`src/rtl/assert_macros.svh`:
```
// Assertion macros used by the suffix automaton builder.
`ifndef ASSERT_MACROS_SVH
`define ASSERT_MACROS_SVH

// Assert that a property holds on every clock edge outside reset.
`define SAB_ASSERT(label, clk, rst_n, prop, msg) \
  label: assert property (@(posedge clk) disable iff (!rst_n) (prop)) else $error(msg);

// Assert that an antecedent implies a consequent on the following clock edge.
`define SAB_ASSERT_NEXT(label, clk, rst_n, ante, cons, msg) \
  label: assert property (@(posedge clk) disable iff (!rst_n) (ante) |=> (cons)) \
    else $error(msg);

`endif

```
`src/rtl/sab_ram.sv`:
```
// ----------------------------------------------------------------------------
// sab_ram
// Generic single-port RAM with registered read data.
// ----------------------------------------------------------------------------
`timescale 1ns / 1ps
`default_nettype none
module sab_ram #(
  parameter int unsigned Width = 8,
  parameter int unsigned Depth = 16
) (
  input  wire logic                     clk_i,
  input  wire logic                     we_i,
  input  wire logic [$clog2(Depth)-1:0] addr_i,
  input  wire logic [Width-1:0]         wdata_i,
  output logic      [Width-1:0]         rdata_o
);
  logic [Width-1:0] mem_q [Depth];

  // Write when enabled; read data is registered (old data on a write)
  always_ff @(posedge clk_i) begin
    if (we_i) begin
      mem_q[addr_i] <= wdata_i;
    end
    rdata_o <= mem_q[addr_i];
  end
endmodule
`default_nettype wire

```
`config.mk`:
```
export PLATFORM = sky130hd
export DESIGN_NAME = sab_ram
export DESIGN_NICKNAME = d
export VERILOG_FILES = /design/src/rtl/assert_macros.svh /design/src/rtl/sab_ram.sv
export SDC_FILE = /design/constraint.sdc
export NUM_CORES = 1
export LEC_CHECK = 0
export ABC_AREA = 1
export BUFFER_PORTS_ARGS = -buffer_cell sky130_fd_sc_hd__clkbuf_2
export CAP_MARGIN = 20
export CORE_ASPECT_RATIO = 0.8
export CORE_MARGIN = 3
export CORE_UTILIZATION = 55
export CTS_BUF_LIST = sky130_fd_sc_hd__clkbuf_4
export DETAILED_ROUTE_END_ITERATION = 10
export MAX_ROUTING_LAYER = met4
export PLACE_DENSITY_LB_ADDON = 0.12
export SLEW_MARGIN = 20
export SYNTH_ARGS = -nofsm -noshare
export SYNTH_HDL_FRONTEND = slang
export SYNTH_SLANG_ARGS = --single-unit
```
`constraint.sdc`:
```
create_clock -name clk_i -period 1.8 [get_ports clk_i]
set_input_delay 0.18 -clock clk_i [delete_from_list [all_inputs] [get_ports clk_i]]
set_output_delay 0.18 -clock clk_i [all_outputs]
set_load 0.02 [all_outputs]
```
# Word level (Yosys, flattened, before mapping)
# Memory sizes are Yosys's and may differ from the RTL's. A register that Yosys moved wholly into a read port is not among the register bits.
# Index checks and enable logic that the tools add are counted.
dict set report op_classes {
  addsub 0
  multipliers 0
  div_mod_pow 0
  order_cmp 0
  eq_ne 0
  n_shift 0
  muxes 2
  bitwise_logic 0
  n_reduce_logical 0
}
# cell count
set ops {}
lappend ops {{$mux 1} 2}
dict set report totals {
  reg_bits 0
  latchBits 0
  mem_bits_rw 128
  rom_bits 0
  inputBits 14
  output_inout_bits 8
  wordCells 3
  n_memories 1
}
# name depth word_bits rd rd_ports_with_merged_regs write_ports line_no
set mem_list {}
lappend mem_list {mem_q 16 8 1 1 1 sab_ram.sv:17} ;# logic [Width-1:0] mem_q [Depth];

# Logic depth before layout (Yosys ltp)
# Gate-level depths: netlist of the first run.
dict set report depth {
  ltp_word 2
  depth_mapped 11
  depth_no_buf 9
}

# Worst setup path before layout of the first run
# Ideal clock, no wire load.
dict set report synth_timing {
  path_type {input-to-reg}
  start {in addr_i[1]}
  end {mem mem_q[3][0] (enable)}
  setup_ps 370
  arrival_ps 1187
  t_required_ps 1430
  slack_ps 243
  cell_stages 4
  n_path_buf 2
  path_cell_list {buf_2 -> clkbuf_1 -> nand3_1 -> nor2_1}
}
# element line_no
set synth_rtl {}
lappend synth_rtl {{start, declared} sab_ram.sv:13} ;# input wire logic [$clog2(Depth)-1:0] addr_i,
lappend synth_rtl {{end, declared} sab_ram.sv:17}
# No word-level cell before the write port.

# Worst setup path in the final report of the first run
dict set report layout_timing {
  start {reg rdata_o[5] (read register of mem_q)}
  end {out rdata_o[5]}
}
# element line_no
set layout_rtl {}
lappend layout_rtl {{start, declared} sab_ram.sv:15} ;# output logic [Width-1:0] rdata_o
# No word-level cell between the ends.

==> results.cfg, run 1 <==
[timing]
hold-worst-slack_ns = 0.167
fin_skew_ns = 0.00972
rsz0062_at_grt = false
worstMarginPinSlew_ns = 0.475
fin_crit_ns = 1.19
finalMaxSlewViolations = 0
fin_crit_sh = 0.660
fmax_mhz = 842
setup_viol = 0
hold_viol = 0
slew_headroom = 0.683
tns_ns = 0

[cells_and_area]
drive_gt1_frac = 0.130
final_area_um2 = 6320
fillers = 807
syn2layout_area_growth_pct = 13.0
nets = 609

[placed_design]
place_area_um2 = 5960
gp_congestion = 0.891
port_buffers = 21
post-dp-hpwl_mm = 7.67

[logic_synthesis]
avgSynthCellArea_um2 = 10.2
synth_nets = 562
synth_top_family_by_area = simple AND/OR/NAND/NOR gates
synth_compound_area_frac = 0
synth-warning-count = 0
synth_area_um2 = 5590
ys_ff_latch = 136
yosys.area_share.simple = 0.248
syn-instance-count = 548
synth_xor_area_frac = 0
synth_mux_area_frac = 0
yosysSeqAreaShare = 0.716
synth_fa_ha_area_frac = 0
synth.distinct_cells = 11

[flow_run]
maxCapViolCount = 0

[worst_setup_path]
cp_num_buf_inv = 1
critPathKind = reg2out
cp_slowest_cell = dfxtp_1
arrival_ns = 1.01
cp_cell_sequence = clkbuf_2
cpPeakStageDelay_ns = 0.33
crit_end = rdata_o[5]
cp_max_fo = 1
r2r-start = mem_q[3][1]
r2r_slack_ns = 0.76
cp-start-kind = flip-flop
crit_family = flip-flops
cp-end-kind = output port
critical_path_depth = 1
rr_endpoint = rdata_o[1]
startpoint = rdata_o[5]
ff2ff_path_depth = 8
required_ns = 1.62

[die]
dieWidth_um = 119
start_util = 0.572
core_area_um2 = 9770
die_y_um = 96.2
fp-row-count = 32
io_pins = 22
dieArea_um2 = 11400

[drt]
vias = 3741
ant_nets = 0
dr.pass1.iters = 5
wire_per_inst_um = 16.1
drc = 0
first_iter_violations = 365
viasPerCell = 5.03
routed_wl_mm = 12.0

[grt]
antenna_found_initial = 0
grt.overflow.total = 0
grt_pass1_vias = 3449
grt_pass1_wl_mm = 18.5
grt_max_degree = 41
grtUsageTotal = 0.232

[clocking]
clockBufferDepth = 2
cts_tree = yes
h-tree-depth = 4
cts_setup_buffers = 0
hold_buffers = 0
cts-root-buf = clkbuf_4
clkLatencyLatePin_ns = 0.51
cts.reportedPaths.clkPinSlew_ns = 0.12
cts_buffers = 17
post_cts_resized = 0
cts_sinks = 136

[pwr]
ir_worst_vdd_v = 0.000768
p_leak_nw = 2.76
powerDensity_nw_per_um2 = 1020

[run_status]
status = complete, no violations

[hold_path]
hold_path_class = in2reg
==> power by group <==
group	switching (mW)	internal [mW]
clock	1.05	1.36
sequential	0.0180	3.53
combinational	0.334	0.127
total	1.41	5.02
==> cell usage after synthesis, drive strengths merged <==
library cell | number | area [µm²]
nand3 | 4 | 20.0
dfxtp | 8 | 160
nor2 | 18 | 67.6
clkinv | 1 | 3.75
clkbuf | 3 | 11.3
inv | 22 | 82.6
edfxtp | 128 | 3840
buf | 18 | 105
nand2 | 346 | 1300
==> through the flow <==
| stage | util | setup WS, ns | instances | power (mW) |
|---|---|---|---|---|
| 2_1_floorplan | - | 0.243 | 548 | 3.89 |
| 3_3_place_gp | 0.610 | 0.327 | 712 | 4.08 |
| 3_5_place_dp | 0.610 | 0.340 | 712 | 4.08 |
| 4_1_cts | 0.647 | 0.556 | 743 | 6.48 |
| 5_1_grt | 0.647 | 0.530 | 743 | 6.68 |
| 6_report | 0.647 | 0.612 | 744 | 6.43 |
==> cell type report <==
| type | instances | area [µm²] | area share |
|---|---|---|---|
| tap | 136 | 170 | 0.0269 |
| multi-input combinational | 368 | 1390 | 0.219 |
| antenna | 1 | 2.50 | 0.000396 |
| clock inverter | 14 | 230 | 0.0364 |
| sequential | 136 | 4000 | 0.633 |
| timing repair buffer | 49 | 315 | 0.0499 |
| inverter | 23 | 86.3 | 0.0137 |
| clock buffer | 17 | 128 | 0.0202 |
==> worst min path at each step <==
| stage | start | slack [ns] | to | depth (start not counted) |
|---|---|---|---|---|
| floorplan | wdata_i[0] | 0.28 | mem_q[0][0] | 0 |
| global placement | rdata_o[2] | 0.60 | rdata_o[2] | 1 |
| detailed placement | rdata_o[4] | 0.60 | rdata_o[4] | 1 |
| CTS | wdata_i[7] | 0.12 | mem_q[3][7] | 1 |
| global route | wdata_i[5] | 0.13 | mem_q[4][5] | 1 |
| finish | wdata_i[7] | 0.17 | mem_q[3][7] | 1 |
==> cells by family (layout without fill, tap and decap cells) <==
logic type / after synthesis / count (layout)
buffers and inverters: 44 / 103
DFF: 136 / 136
other: 0 / 1
and+or+nand+nor: 368 / 368
==> layer usage <==
metal,vias to the layer above,track usage,share of wire
met5,-,-,0
met4,0,0.0974,0.019
met3,18,0.0505,0.075
met2,127,0.337,0.44
met1,1746,0.323,0.46
li1,1850,-,-
==> sequential cells by signal, summed over array words and instances (netlist names) <==
name / flops
rdata_o: 8
mem_q: 128
==> layout by cell type, fill, tap and decap left out <==
| master | instances |
|---|---|
| clkinv_2 | 2 |
| nand2_1 | 346 |
| edfxtp_1 | 128 |
| inv_1 | 21 |
| bufinv_16 | 6 |
| dfxtp_1 | 8 |
| inv_2 | 1 |
| clkbuf_4 | 17 |
| clkinvlp_4 | 2 |
| clkinv_4 | 2 |
| nand3_1 | 4 |
| buf_4 | 28 |
| diode_2 | 1 |
| clkbuf_2 | 21 |
| nor2_1 | 18 |
| clkinv_1 | 3 |
Note: power is estimated with default switching activity, not from simulation.
==> inputs of run 2 (changes only) <==
Clock period 1.8 ns to 1 ns, I/O delays scaled along.
==> results.cfg, run 2 (synthesized netlist as in run 1, its figures left out) <==
[cells_and_area]
nets = 605
layout_common_cells = nand2_1 (333), edfxtp_1 (128), clkbuf_4 (19), nor2_4 (18), buf_4 (17)
largest_register = mem_q
fillers = 751
syn2layout_area_growth_pct = 18.5
multi_input_area_um2 = 1600
final_area_um2 = 6630
final_common_cell = nand2_1
seq_area_um2 = 4010
reg_top3 = mem_q x128, rdata_o x8
largest_register_ffs = 128
antenna_cells = 0
drive_gt1_frac = 0.202

[worst_setup_path]
cp_num_buf_inv = 1
crit_family = flip-flops
cp-end-kind = output port
cp_max_fo = 1
cpPeakStageDelay_ns = 0.36
critPathKind = reg2out
r2r-start = mem_q[11][6]
startpoint = rdata_o[6]
required_ns = 0.90
r2r_slack_ns = 0.03
cp_cell_sequence = buf_8
crit_end = rdata_o[6]
rr_endpoint = rdata_o[6]
critical_path_depth = 1
cp-start-kind = flip-flop
arrival_ns = 0.97
cp_slowest_cell = dfxtp_2
ff2ff_path_depth = 8

[drt]
first_iter_violations = 279
viasPerCell = 4.92
dr.pass1.iters = 4
wire_per_inst_um = 16.0
vias = 3638
ant_nets = 0
drc = 0
routed_wl_mm = 11.8

[die]
io_pins = 22
fp-row-count = 32
die_y_um = 96.2
dieArea_um2 = 11400
core_area_um2 = 9770
start_util = 0.572
dieWidth_um = 119

[clocking]
cts.reportedPaths.clkPinSlew_ns = 0.12
clkLatencyLatePin_ns = 0.50
cts-root-buf = clkbuf_4
cts_sinks = 136
cts_tree = yes
cts_buffers = 17
clockBufferDepth = 2
h-tree-depth = 4
hold_buffers = 0

[timing]
layout_setup_ws_ns = -0.0659
rsz0062_at_grt = true
fin_skew_ns = 0.0141
fmax_mhz = 938
fin_crit_sh = 1.07
hold_viol = 0
worstMarginPinSlew_ns = 0.451
setup_viol = 8
fin_crit_ns = 1.07
slew_headroom = 0.699
finalMaxSlewViolations = 0

[placed_design]
port_buffers = 21
place_area_um2 = 6230
post-dp-hpwl_mm = 7.69
gp_congestion = 0.831
pre_cts_slack_ns = -0.222

[pwr]
ir_worst_vdd_v = 0.00158
p_leak_nw = 2.77
powerDensity_nw_per_um2 = 1660

[hold_path]
hold_path_class = in2reg

[run_status]
failed_checks = setup timing
status = finished with violations

[flow_run]
maxCapViolCount = 0

[grt]
grtUsageTotal = 0.233
grt.overflow.total = 0
grt_pass1_wl_mm = 19.1
grt_max_degree = 33
antenna_found_initial = 0
grt_pass1_vias = 3572
## run 2: cell count changes in the layout (fill, tap and decap cells not counted), moves of 7 or more
cell / change
nor2_1: -18
nor2_4: +18
nand2_1: -13
nand2_2: +13
buf_4: -11
buf_8: +8
clkbuf_2: -8
dfxtp_1: -8
dfxtp_2: +8
buf_12: +7
## run 2: worst min path at each step
stage	from	to	slack (ns)	depth (start not counted)
floorplan	wdata_i[0]	mem_q[0][0]	0.20	0
global route	wdata_i[4]	mem_q[3][4]	0.04	1
global placement	rdata_o[1]	rdata_o[1]	0.52	1
CTS	wdata_i[4]	mem_q[3][4]	0.04	1
finish	wdata_i[7]	mem_q[8][7]	0.09	1
detailed placement	rdata_o[1]	rdata_o[1]	0.52	1
## run 2: power by group
part	total, mW	internal [mW]	switching (mW)
clock network	3.55	1.73	1.82
registers	6.42	6.37	0.0490
logic	1.03	0.371	0.659
total	11.0	8.47	2.53
## run 2: final cells by class
type,count,area share
clock inverter,13,0.0204
sequential,136,0.605
timing repair buffer,45,0.0683
tap,136,0.0257
clock buffer,19,0.0215
inverter,23,0.0168
multi-input combinational,368,0.242
## run 2: per-layer routing
| layer | up-vias | share of wire | global-route usage |
|---|---|---|---|
| met5 | - | 0 | - |
| li1 | 1843 | - | - |
| met1 | 1679 | 0.45 | 0.307 |
| met2 | 109 | 0.47 | 0.363 |
| met3 | 7 | 0.074 | 0.0570 |
| met4 | 0 | 0.0062 | 0.0733 |
## run 2: metrics by stage
| stage | TNS (ns) | hold WS [ns] | util | power (mW) | instances |
|---|---|---|---|---|---|
| after floorplan | -2.70 | 0.199 | - | 7.10 | 548 |
| after global placement | -25.25 | 0.516 | 0.638 | 7.46 | 708 |
| after detailed placement | -26.62 | 0.518 | 0.638 | 7.47 | 708 |
| after CTS | -0.866 | 0.0438 | 0.675 | 11.0 | 740 |
| after global routing | -1.50 | 0.0379 | 0.679 | 11.5 | 740 |
| final | -0.457 | 0.0883 | 0.679 | 11.0 | 740 |
## run 2: repair_timing
item / CTS / global route
pin swaps: 0 / 47
setup buffers: 0 / 0
setup endpoints to repair: 10 / 16
resized for setup: 26 / 23
